==> src/hdl/sorted_matrix_staircase_search_core_macros.svh <==
// ---------------------------------------------------------------------------
// Assertion macros for the staircase search core
// Concurrent checks, clocked on clk and disabled while rst_n is low.
// ---------------------------------------------------------------------------
`ifndef SORTED_MATRIX_STAIRCASE_SEARCH_CORE_MACROS_SVH
`define SORTED_MATRIX_STAIRCASE_SEARCH_CORE_MACROS_SVH

`ifndef ASSERT_OFF

`define SMSS_ASSERT(lbl, prop) \
    lbl: assert property (@(posedge clk) disable iff (!rst_n) (prop)) \
        else $error("staircase search check failed");

`define SMSS_ASSERT_IMPL(lbl, ante, cons) \
    lbl: assert property (@(posedge clk) disable iff (!rst_n) (ante) |-> (cons)) \
        else $error("staircase search check failed");

`define SMSS_ASSERT_NEXT(lbl, ante, cons) \
    lbl: assert property (@(posedge clk) disable iff (!rst_n) (ante) |=> (cons)) \
        else $error("staircase search check failed");

`else

`define SMSS_ASSERT(lbl, prop)

`define SMSS_ASSERT_IMPL(lbl, ante, cons)

`define SMSS_ASSERT_NEXT(lbl, ante, cons)

`endif

`endif

==> src/hdl/smss_pkg.sv <==
// ---------------------------------------------------------------------------
// smss_pkg
// Shared types and constants of the staircase search core.
// ---------------------------------------------------------------------------
package smss_pkg;

    localparam int DATA_W = 32;
    localparam int RIU_W  = 5;

    localparam logic CMD_WRITE  = 1'b0;
    localparam logic CMD_SEARCH = 1'b1;

    typedef struct packed {
        logic                     go;
        logic [RIU_W-1:0]         rows;
        logic signed [DATA_W-1:0] key;
    } smss_launch_t;

    typedef struct packed {
        logic strobe;
        logic found;
    } smss_result_t;

endpackage

==> src/hdl/smss_ram.sv <==
// ---------------------------------------------------------------------------
// smss_ram
// Generic simple dual-port RAM: one write port, one read port, registered read.
// ---------------------------------------------------------------------------
module smss_ram #(
    parameter int WIDTH = 32,
    parameter int DEPTH = 64
) (
    input  logic                                   clk,
    input  logic                                   wr_en,
    input  logic [((DEPTH > 1) ? $clog2(DEPTH) : 1)-1:0] wr_addr,
    input  logic [WIDTH-1:0]                       wr_data,
    input  logic                                   rd_en,
    input  logic [((DEPTH > 1) ? $clog2(DEPTH) : 1)-1:0] rd_addr,
    output logic [WIDTH-1:0]                       rd_data
);

    logic [WIDTH-1:0] mem [DEPTH];
    logic [WIDTH-1:0] rd_data_reg;

    always_ff @(posedge clk)
    begin
        if (wr_en)
        begin
            mem[wr_addr] <= wr_data;
        end
        if (rd_en)
        begin
            rd_data_reg <= mem[rd_addr];
        end
    end

    assign rd_data = rd_data_reg;

endmodule

==> src/hdl/smss_walk.sv <==
// ---------------------------------------------------------------------------
// smss_walk
// Staircase walk sequencer: one matrix read per step, compare, step down or left.
// ---------------------------------------------------------------------------
`include "sorted_matrix_staircase_search_core_macros.svh"

module smss_walk #(
    parameter int ROWS = 16,
    parameter int COLS = 4
) (
    input  logic                                   clk,
    input  logic                                   rst_n,
    input  smss_pkg::smss_launch_t                 launch,
    output logic                                   rd_en,
    output logic [((ROWS > 1) ? $clog2(ROWS) : 1) + ((COLS > 1) ? $clog2(COLS) : 1)-1:0]
                                                   rd_addr,
    input  logic signed [smss_pkg::DATA_W-1:0]     rd_data,
    output logic                                   busy,
    output smss_pkg::smss_result_t                 result
);
    import smss_pkg::*;

    localparam int RW  = (ROWS > 1) ? $clog2(ROWS) : 1;
    localparam int CW  = (COLS > 1) ? $clog2(COLS) : 1;
    localparam int CLW = $clog2(COLS + 1);
    localparam logic [CLW-1:0] COLS_INIT = CLW'(COLS);
    localparam logic [CLW-1:0] ONE_COL   = CLW'(1);

    typedef enum logic [1:0] {
        ST_IDLE = 2'b01,
        ST_WALK = 2'b10
    } walk_state_t;

    walk_state_t              state_reg, state_next;
    logic [RIU_W-1:0]         row_reg, row_next;
    logic [RIU_W-1:0]         rows_reg, rows_next;
    logic [CLW-1:0]           cols_left_reg, cols_left_next;
    logic signed [DATA_W-1:0] key_reg, key_next;
    logic                     strobe_reg, strobe_next;
    logic                     found_reg, found_next;
    logic [RIU_W-1:0]         row_inc;
    logic [CLW-1:0]           col_cur;
    logic                     hit;
    logic                     less;

    assign row_inc = row_reg + RIU_W'(1);
    assign hit     = (rd_data == key_reg);
    assign less    = (rd_data < key_reg);

    always_comb
    begin
        state_next     = state_reg;
        row_next       = row_reg;
        rows_next      = rows_reg;
        cols_left_next = cols_left_reg;
        key_next       = key_reg;
        strobe_next    = 1'b0;
        found_next     = found_reg;
        rd_en          = 1'b0;
        case (state_reg)
            ST_IDLE:
            begin
                if (launch.go)
                begin
                    key_next  = launch.key;
                    rows_next = launch.rows;
                    if (launch.rows == '0)
                    begin
                        strobe_next = 1'b1;
                        found_next  = 1'b0;
                    end
                    else
                    begin
                        row_next       = '0;
                        cols_left_next = COLS_INIT;
                        rd_en          = 1'b1;
                        state_next     = ST_WALK;
                    end
                end
            end
            ST_WALK:
            begin
                if (hit)
                begin
                    strobe_next = 1'b1;
                    found_next  = 1'b1;
                    state_next  = ST_IDLE;
                end
                else if (less)
                begin
                    if (row_inc >= rows_reg)
                    begin
                        strobe_next = 1'b1;
                        found_next  = 1'b0;
                        state_next  = ST_IDLE;
                    end
                    else
                    begin
                        row_next = row_inc;
                        rd_en    = 1'b1;
                    end
                end
                else
                begin
                    if (cols_left_reg == ONE_COL)
                    begin
                        strobe_next = 1'b1;
                        found_next  = 1'b0;
                        state_next  = ST_IDLE;
                    end
                    else
                    begin
                        cols_left_next = cols_left_reg - ONE_COL;
                        rd_en          = 1'b1;
                    end
                end
            end
            default:
            begin
                state_next = ST_IDLE;
            end
        endcase
    end

    assign col_cur = cols_left_next - ONE_COL;
    assign rd_addr = {RW'(row_next), CW'(col_cur)};

    always_ff @(posedge clk or negedge rst_n)
    begin
        if (!rst_n)
        begin
            state_reg     <= ST_IDLE;
            row_reg       <= '0;
            rows_reg      <= '0;
            cols_left_reg <= COLS_INIT;
            strobe_reg    <= 1'b0;
        end
        else
        begin
            state_reg     <= state_next;
            row_reg       <= row_next;
            rows_reg      <= rows_next;
            cols_left_reg <= cols_left_next;
            strobe_reg    <= strobe_next;
        end
    end

    always_ff @(posedge clk)
    begin
        key_reg   <= key_next;
        found_reg <= found_next;
    end

    assign busy          = (state_reg != ST_IDLE);
    assign result.strobe = strobe_reg;
    assign result.found  = found_reg;

    `SMSS_ASSERT_IMPL(a_result_source, strobe_reg,
        $past(state_reg == ST_WALK) || $past(launch.go && state_reg == ST_IDLE))
    `SMSS_ASSERT_IMPL(a_row_in_range, state_reg == ST_WALK, row_reg < rows_reg)
    `SMSS_ASSERT_IMPL(a_col_in_range, state_reg == ST_WALK,
        cols_left_reg != '0 && cols_left_reg <= COLS_INIT)
    `SMSS_ASSERT_NEXT(a_hit_reports, state_reg == ST_WALK && hit,
        strobe_reg && found_reg && state_reg == ST_IDLE)

endmodule

==> src/hdl/sorted_matrix_staircase_search_core.sv <==
// ---------------------------------------------------------------------------
// sorted_matrix_staircase_search_core
// Sorted matrix store with staircase key search from the top-right entry.
// ---------------------------------------------------------------------------
//  channel   handshake                 payload
//  command   start, busy               cmd, row, col, entry_value, search_key
//  result    done (one-cycle strobe)   found
//  config    cfg_valid, cfg_ready      cfg_data (rows in use)
//
//  A write beat never raises busy.
//  A search beat reads one matrix entry per cycle from the single RAM read port:
//  at most rows_in_use + COLS - 1 steps, done in the cycle after the last step.
//  With rows_in_use at zero, done follows the search beat at once with found low.
//  Reset clears control state only; matrix entries hold garbage until written.
//  done is not back-pressured.
// ---------------------------------------------------------------------------
module sorted_matrix_staircase_search_core #(
    parameter int ROWS = 16,
    parameter int COLS = 4
) (
    input  logic                                clk,
    input  logic                                rst_n,
    input  logic                                start,
    output logic                                busy,
    input  logic                                cmd,
    input  logic [3:0]                          row,
    input  logic [1:0]                          col,
    input  logic signed [smss_pkg::DATA_W-1:0]  entry_value,
    input  logic signed [smss_pkg::DATA_W-1:0]  search_key,
    output logic                                done,
    output logic                                found,
    input  logic                                cfg_valid,
    output logic                                cfg_ready,
    input  logic [smss_pkg::RIU_W-1:0]          cfg_data
);
    import smss_pkg::*;

    localparam int RW    = (ROWS > 1) ? $clog2(ROWS) : 1;
    localparam int CW    = (COLS > 1) ? $clog2(COLS) : 1;
    localparam int DEPTH = 2 ** (RW + CW);
    localparam logic [RIU_W-1:0] RIU_RESET = RIU_W'((ROWS < 16) ? ROWS : 16);

    logic [RIU_W-1:0]     riu_reg, riu_next;
    logic                 accept;
    logic                 wr_en;
    logic [RW+CW-1:0]     wr_addr;
    logic                 rd_en;
    logic [RW+CW-1:0]     rd_addr;
    logic [DATA_W-1:0]    rd_data;
    smss_launch_t         launch;
    smss_result_t         result;

    assign cfg_ready = 1'b1;
    assign riu_next  = (int'(cfg_data) > ROWS) ? RIU_W'(ROWS) : cfg_data;

    always_ff @(posedge clk or negedge rst_n)
    begin
        if (!rst_n)
        begin
            riu_reg <= RIU_RESET;
        end
        else if (cfg_valid && cfg_ready)
        begin
            riu_reg <= riu_next;
        end
    end

    // drop writes outside the matrix
    assign accept  = start && !busy;
    assign wr_en   = accept && (cmd == CMD_WRITE) && (int'(row) < ROWS) && (int'(col) < COLS);
    assign wr_addr = {RW'(row), CW'(col)};

    assign launch.go   = accept && (cmd == CMD_SEARCH);
    assign launch.rows = riu_reg;
    assign launch.key  = search_key;

    smss_ram #(
        .WIDTH (DATA_W),
        .DEPTH (DEPTH)
    ) u_matrix_ram (
        .clk     (clk),
        .wr_en   (wr_en),
        .wr_addr (wr_addr),
        .wr_data (entry_value),
        .rd_en   (rd_en),
        .rd_addr (rd_addr),
        .rd_data (rd_data)
    );

    smss_walk #(
        .ROWS (ROWS),
        .COLS (COLS)
    ) u_walk (
        .clk     (clk),
        .rst_n   (rst_n),
        .launch  (launch),
        .rd_en   (rd_en),
        .rd_addr (rd_addr),
        .rd_data (rd_data),
        .busy    (busy),
        .result  (result)
    );

    assign done  = result.strobe;
    assign found = result.found;

endmodule

==> config.mk <==
export PLATFORM = sky130hd
export DESIGN_NAME = sorted_matrix_staircase_search_core
export DESIGN_NICKNAME = d
export VERILOG_FILES = /design/src/hdl/smss_pkg.sv /design/src/hdl/smss_ram.sv /design/src/hdl/smss_walk.sv /design/src/hdl/sorted_matrix_staircase_search_core.sv
export VERILOG_INCLUDE_DIRS = /design/src /design/src/hdl
export SDC_FILE = /design/constraint.sdc
export NUM_CORES = 2
export LEC_CHECK = 0
export ABC_AREA = 1
export BUFFER_PORTS_ARGS = -buffer_cell sky130_fd_sc_hd__buf_2
export CAP_MARGIN = 20
export CORE_UTILIZATION = 54
export DETAILED_ROUTE_END_ITERATION = 8
export GPL_ROUTABILITY_DRIVEN = 0
export HOLD_SLACK_MARGIN = 0.08
export MAX_ROUTING_LAYER = met4
export PLACE_DENSITY = 0.7
export SYNTH_ARGS = -nofsm -noshare
export SYNTH_HDL_FRONTEND = slang
export SYNTH_SLANG_ARGS = --single-unit
==> constraint.sdc <==
create_clock -name clk -period 3.9 [get_ports clk]
set_input_delay 0 -clock clk [delete_from_list [all_inputs] [get_ports clk]]
set_output_delay 0 -clock clk [all_outputs]
set_load 0.02 [all_outputs]
==> run metrics <==
relative slew slack between 30% and 40%; Total Routing Usage GR approximately 34%; DRC violations left 0; Die Y 414 um; DRT Wirelength roughly 290000 um; Setup crit end kind flop; Post-Route Utilization roughly 66%; worst setup margin -282 ps; sequential area share after synthesis between 60% and 70%; Die X 414 um; critical path class flop to flop; CTS tree built; GR Util met3 under 10%; Hold WC Path Type input pin to flop; hpwl dp 165000 um; Post-DRT Antenna Nets 0; FILL cells approximately 12000; latest clock arrival within the worst-skew pair roughly 890 ps; Reg clk slew, reported paths ~60 ps; Worst setup SP type flop; Bufs on Longest Clock Path 3; P_leak roughly 43 nW; Worst Path Arrival approximately 4800 ps; fmax approximately 240 MHz; Site Rows 150; commonest non-fill, non-tap cell in the layout edfxtp_1; core area between 150000 and 200000 um^2; # H-tree levels 4; Worst Path Max Fanout 29; first-pass GRT wire length around 410000 um; CTS Buf Count 209; fin nets 8775; Post-synth EDFFs 2113; max_cap viols 0; Worst EP required 4490 ps; PortBufs 82; fin crit share 107%; # IOs 84; Mapped Area about 91000 um^2; Die Area about 170000 um^2; syn_nets slightly above 8000; DRT iter0 DRCs between 10000 and 15000; First-pass DRT Iterations 7; GR Overflow Total 0; endpoints failing setup 32; Post-synth top flop edfxtp_1; Area Growth Syn to Fin 21.4%; Mean Syn Cell Area 11.4 um^2; worst-case vdd ir drop around 0.00060 V; share of cells above drive strength 1 around 16%; outcome complete, but fails checks; yosys warns 0; max reg flops between 2000 and 2500; skew final 46.3 ps; largest net degree at the start of global routing 100; total power ~84 mW; async set or reset register ratio after synthesis less than 1%; Syn Inst Count between 8000 and 9000; PD cells 755 nW/um^2; clock sinks about 2100; vias in the first global route 61600; Synth Register Bits roughly 2100; initial antenna violation count 9; grt met2 use approximately 50%; clk root buf clkbuf_16; Initial Util 54.6%; Vias/cell 6.03; Final Hold Viols 0; met1 Track Usage GR about 45%; post-route minimum period around 4200 ps; GRT busiest layer met2; synth unique cells 41; Tightest Pin Transition 1020 ps; failing checks setup timing; DR vias roughly 67000; fin. max-slew vios 0; unrepaired setup endpoints after global routing true; final setup TNS -4500 ps; Routed WL per cell between 20 and 30 um; commonest non-fill, non-tap cells in the layout 2113 x edfxtp_1, 2019 x nand2_1, 1001 x nand3_1
## where the power goes
part           total (mW)  switching (mW)  leakage [nW]  internal (mW)
Clock                20.1            8.74          3.30           11.3
Sequential           26.0           0.280          19.3           25.7
Combinational        37.8            23.8          20.4           14.0
## cell families after synthesis
kind of cell	Yosys count	synth area share [%]
AO/OA/AOI/OAI	520	3.58
XOR/XNOR	3	0.0287
adder cells (fa/ha/maj)	42	0.575
buffers and inverters	1376	6.27
flip-flops	2134	70.0
other	1	0.00410
AND/OR/NAND/NOR	3972	19.6
## area by class of cell
class | count | area (um^2) | area share (%)
antenna | 4 | 10.0 | 0.00902
timing repair buffer | 871 | 10400 | 9.36
tap | 2204 | 2760 | 2.48
clock buffer | 267 | 5550 | 5.00
sequential | 2134 | 64000 | 57.6
clock inverter | 117 | 1190 | 1.07
inverter | 899 | 3430 | 3.09
multi-input combinational | 4538 | 23700 | 21.4
## metrics by stage
stage / cell area (um^2) / hold WS [ps] / std cells / setup WS (ps)
after detailed placement: 98700 / -2.43 / 10400 / -708
after CTS: 108000 / 101 / 10900 / -77.1
after global routing: 111000 / 98.0 / 11000 / -374
after global placement: 98600 / -13.7 / 10400 / -700
final: 111000 / 70.7 / 11000 / -282
after floorplan: 91400 / -296 / 8048 / 367
## final timing paths
check                      slack (ps)                startpoint  cells past startpoint                       end
setup / recovery                 -280  u_matrix_ram.rd_data[15]                     25  u_matrix_ram.rd_data[26]
hold / removal                     70            entry_value[3]                      2   u_matrix_ram.mem[54][3]
setup reg to reg                 -280  u_matrix_ram.rd_data[15]                     25  u_matrix_ram.rd_data[26]
hold reg to reg                   510        u_walk.rows_reg[1]                      2        u_walk.rows_reg[1]
max in group asynchronous        2800                     rst_n                      5   u_walk.cols_left_reg[2]
min in group asynchronous         610                     rst_n                      4                riu_reg[3]
## synth_stat cells (16+ instances only)
| cell type | instances | area share, % |
|---|---|---|
| a21oi_1 | 77 | 0.42 |
| buf_1 | 20 | 0.082 |
| buf_2 | 172 | 0.94 |
| buf_4 | 68 | 0.56 |
| clkbuf_1 | 202 | 0.83 |
| dfrtp_1 | 18 | 0.49 |
| edfxtp_1 | 2113 | 69 |
| ha_1 | 42 | 0.57 |
| inv_1 | 895 | 3.7 |
| nand2_1 | 2079 | 8.5 |
| nand3_1 | 1121 | 6.1 |
| nand3b_1 | 340 | 2.8 |
| nand4_1 | 16 | 0.11 |
| nor2_1 | 320 | 1.3 |
| o211ai_1 | 257 | 2.1 |
| o21ai_0 | 128 | 0.70 |
| o21ai_1 | 48 | 0.26 |
| or2_0 | 26 | 0.18 |
| or2_2 | 43 | 0.29 |
## timing repair
item,CTS,global route
endpoints found under the setup margin,32,32
cloned,9,34
buffers inserted,31,70
hold buffers,130,2
pin swaps,33,88
gates resized for setup,178,333
hold endpoints to repair,2358,10
## routing by layer
metal,part of all wire [%],wire length [um]
met5,0,0
met4,4.2,12300
met3,14,39800
met2,45,132000
met1,37,107000
## worst max-delay path, stage by stage (launching register included)
cell and delay, ps:
edfxtp_1 530, ha_4 340, nand2_1 110, nor2_2 180, nand2_1 100, buf_6 130, nor3_4 200, nand2_2 140
nand2_2 100, nor2_4 50, nand4_1 150, nand2_2 120, nand2_8 110, buf_12 160, clkinv_8 100, buf_12 170
buf_8 190, nor2_1 90, nand3b_1 130, nand3_2 100, nor2_4 180, nor2_1 70, nand2_1 80, nand2_2 110
nand2_4 100, nand2_4 110
Power figures use the tool's default switching activity.
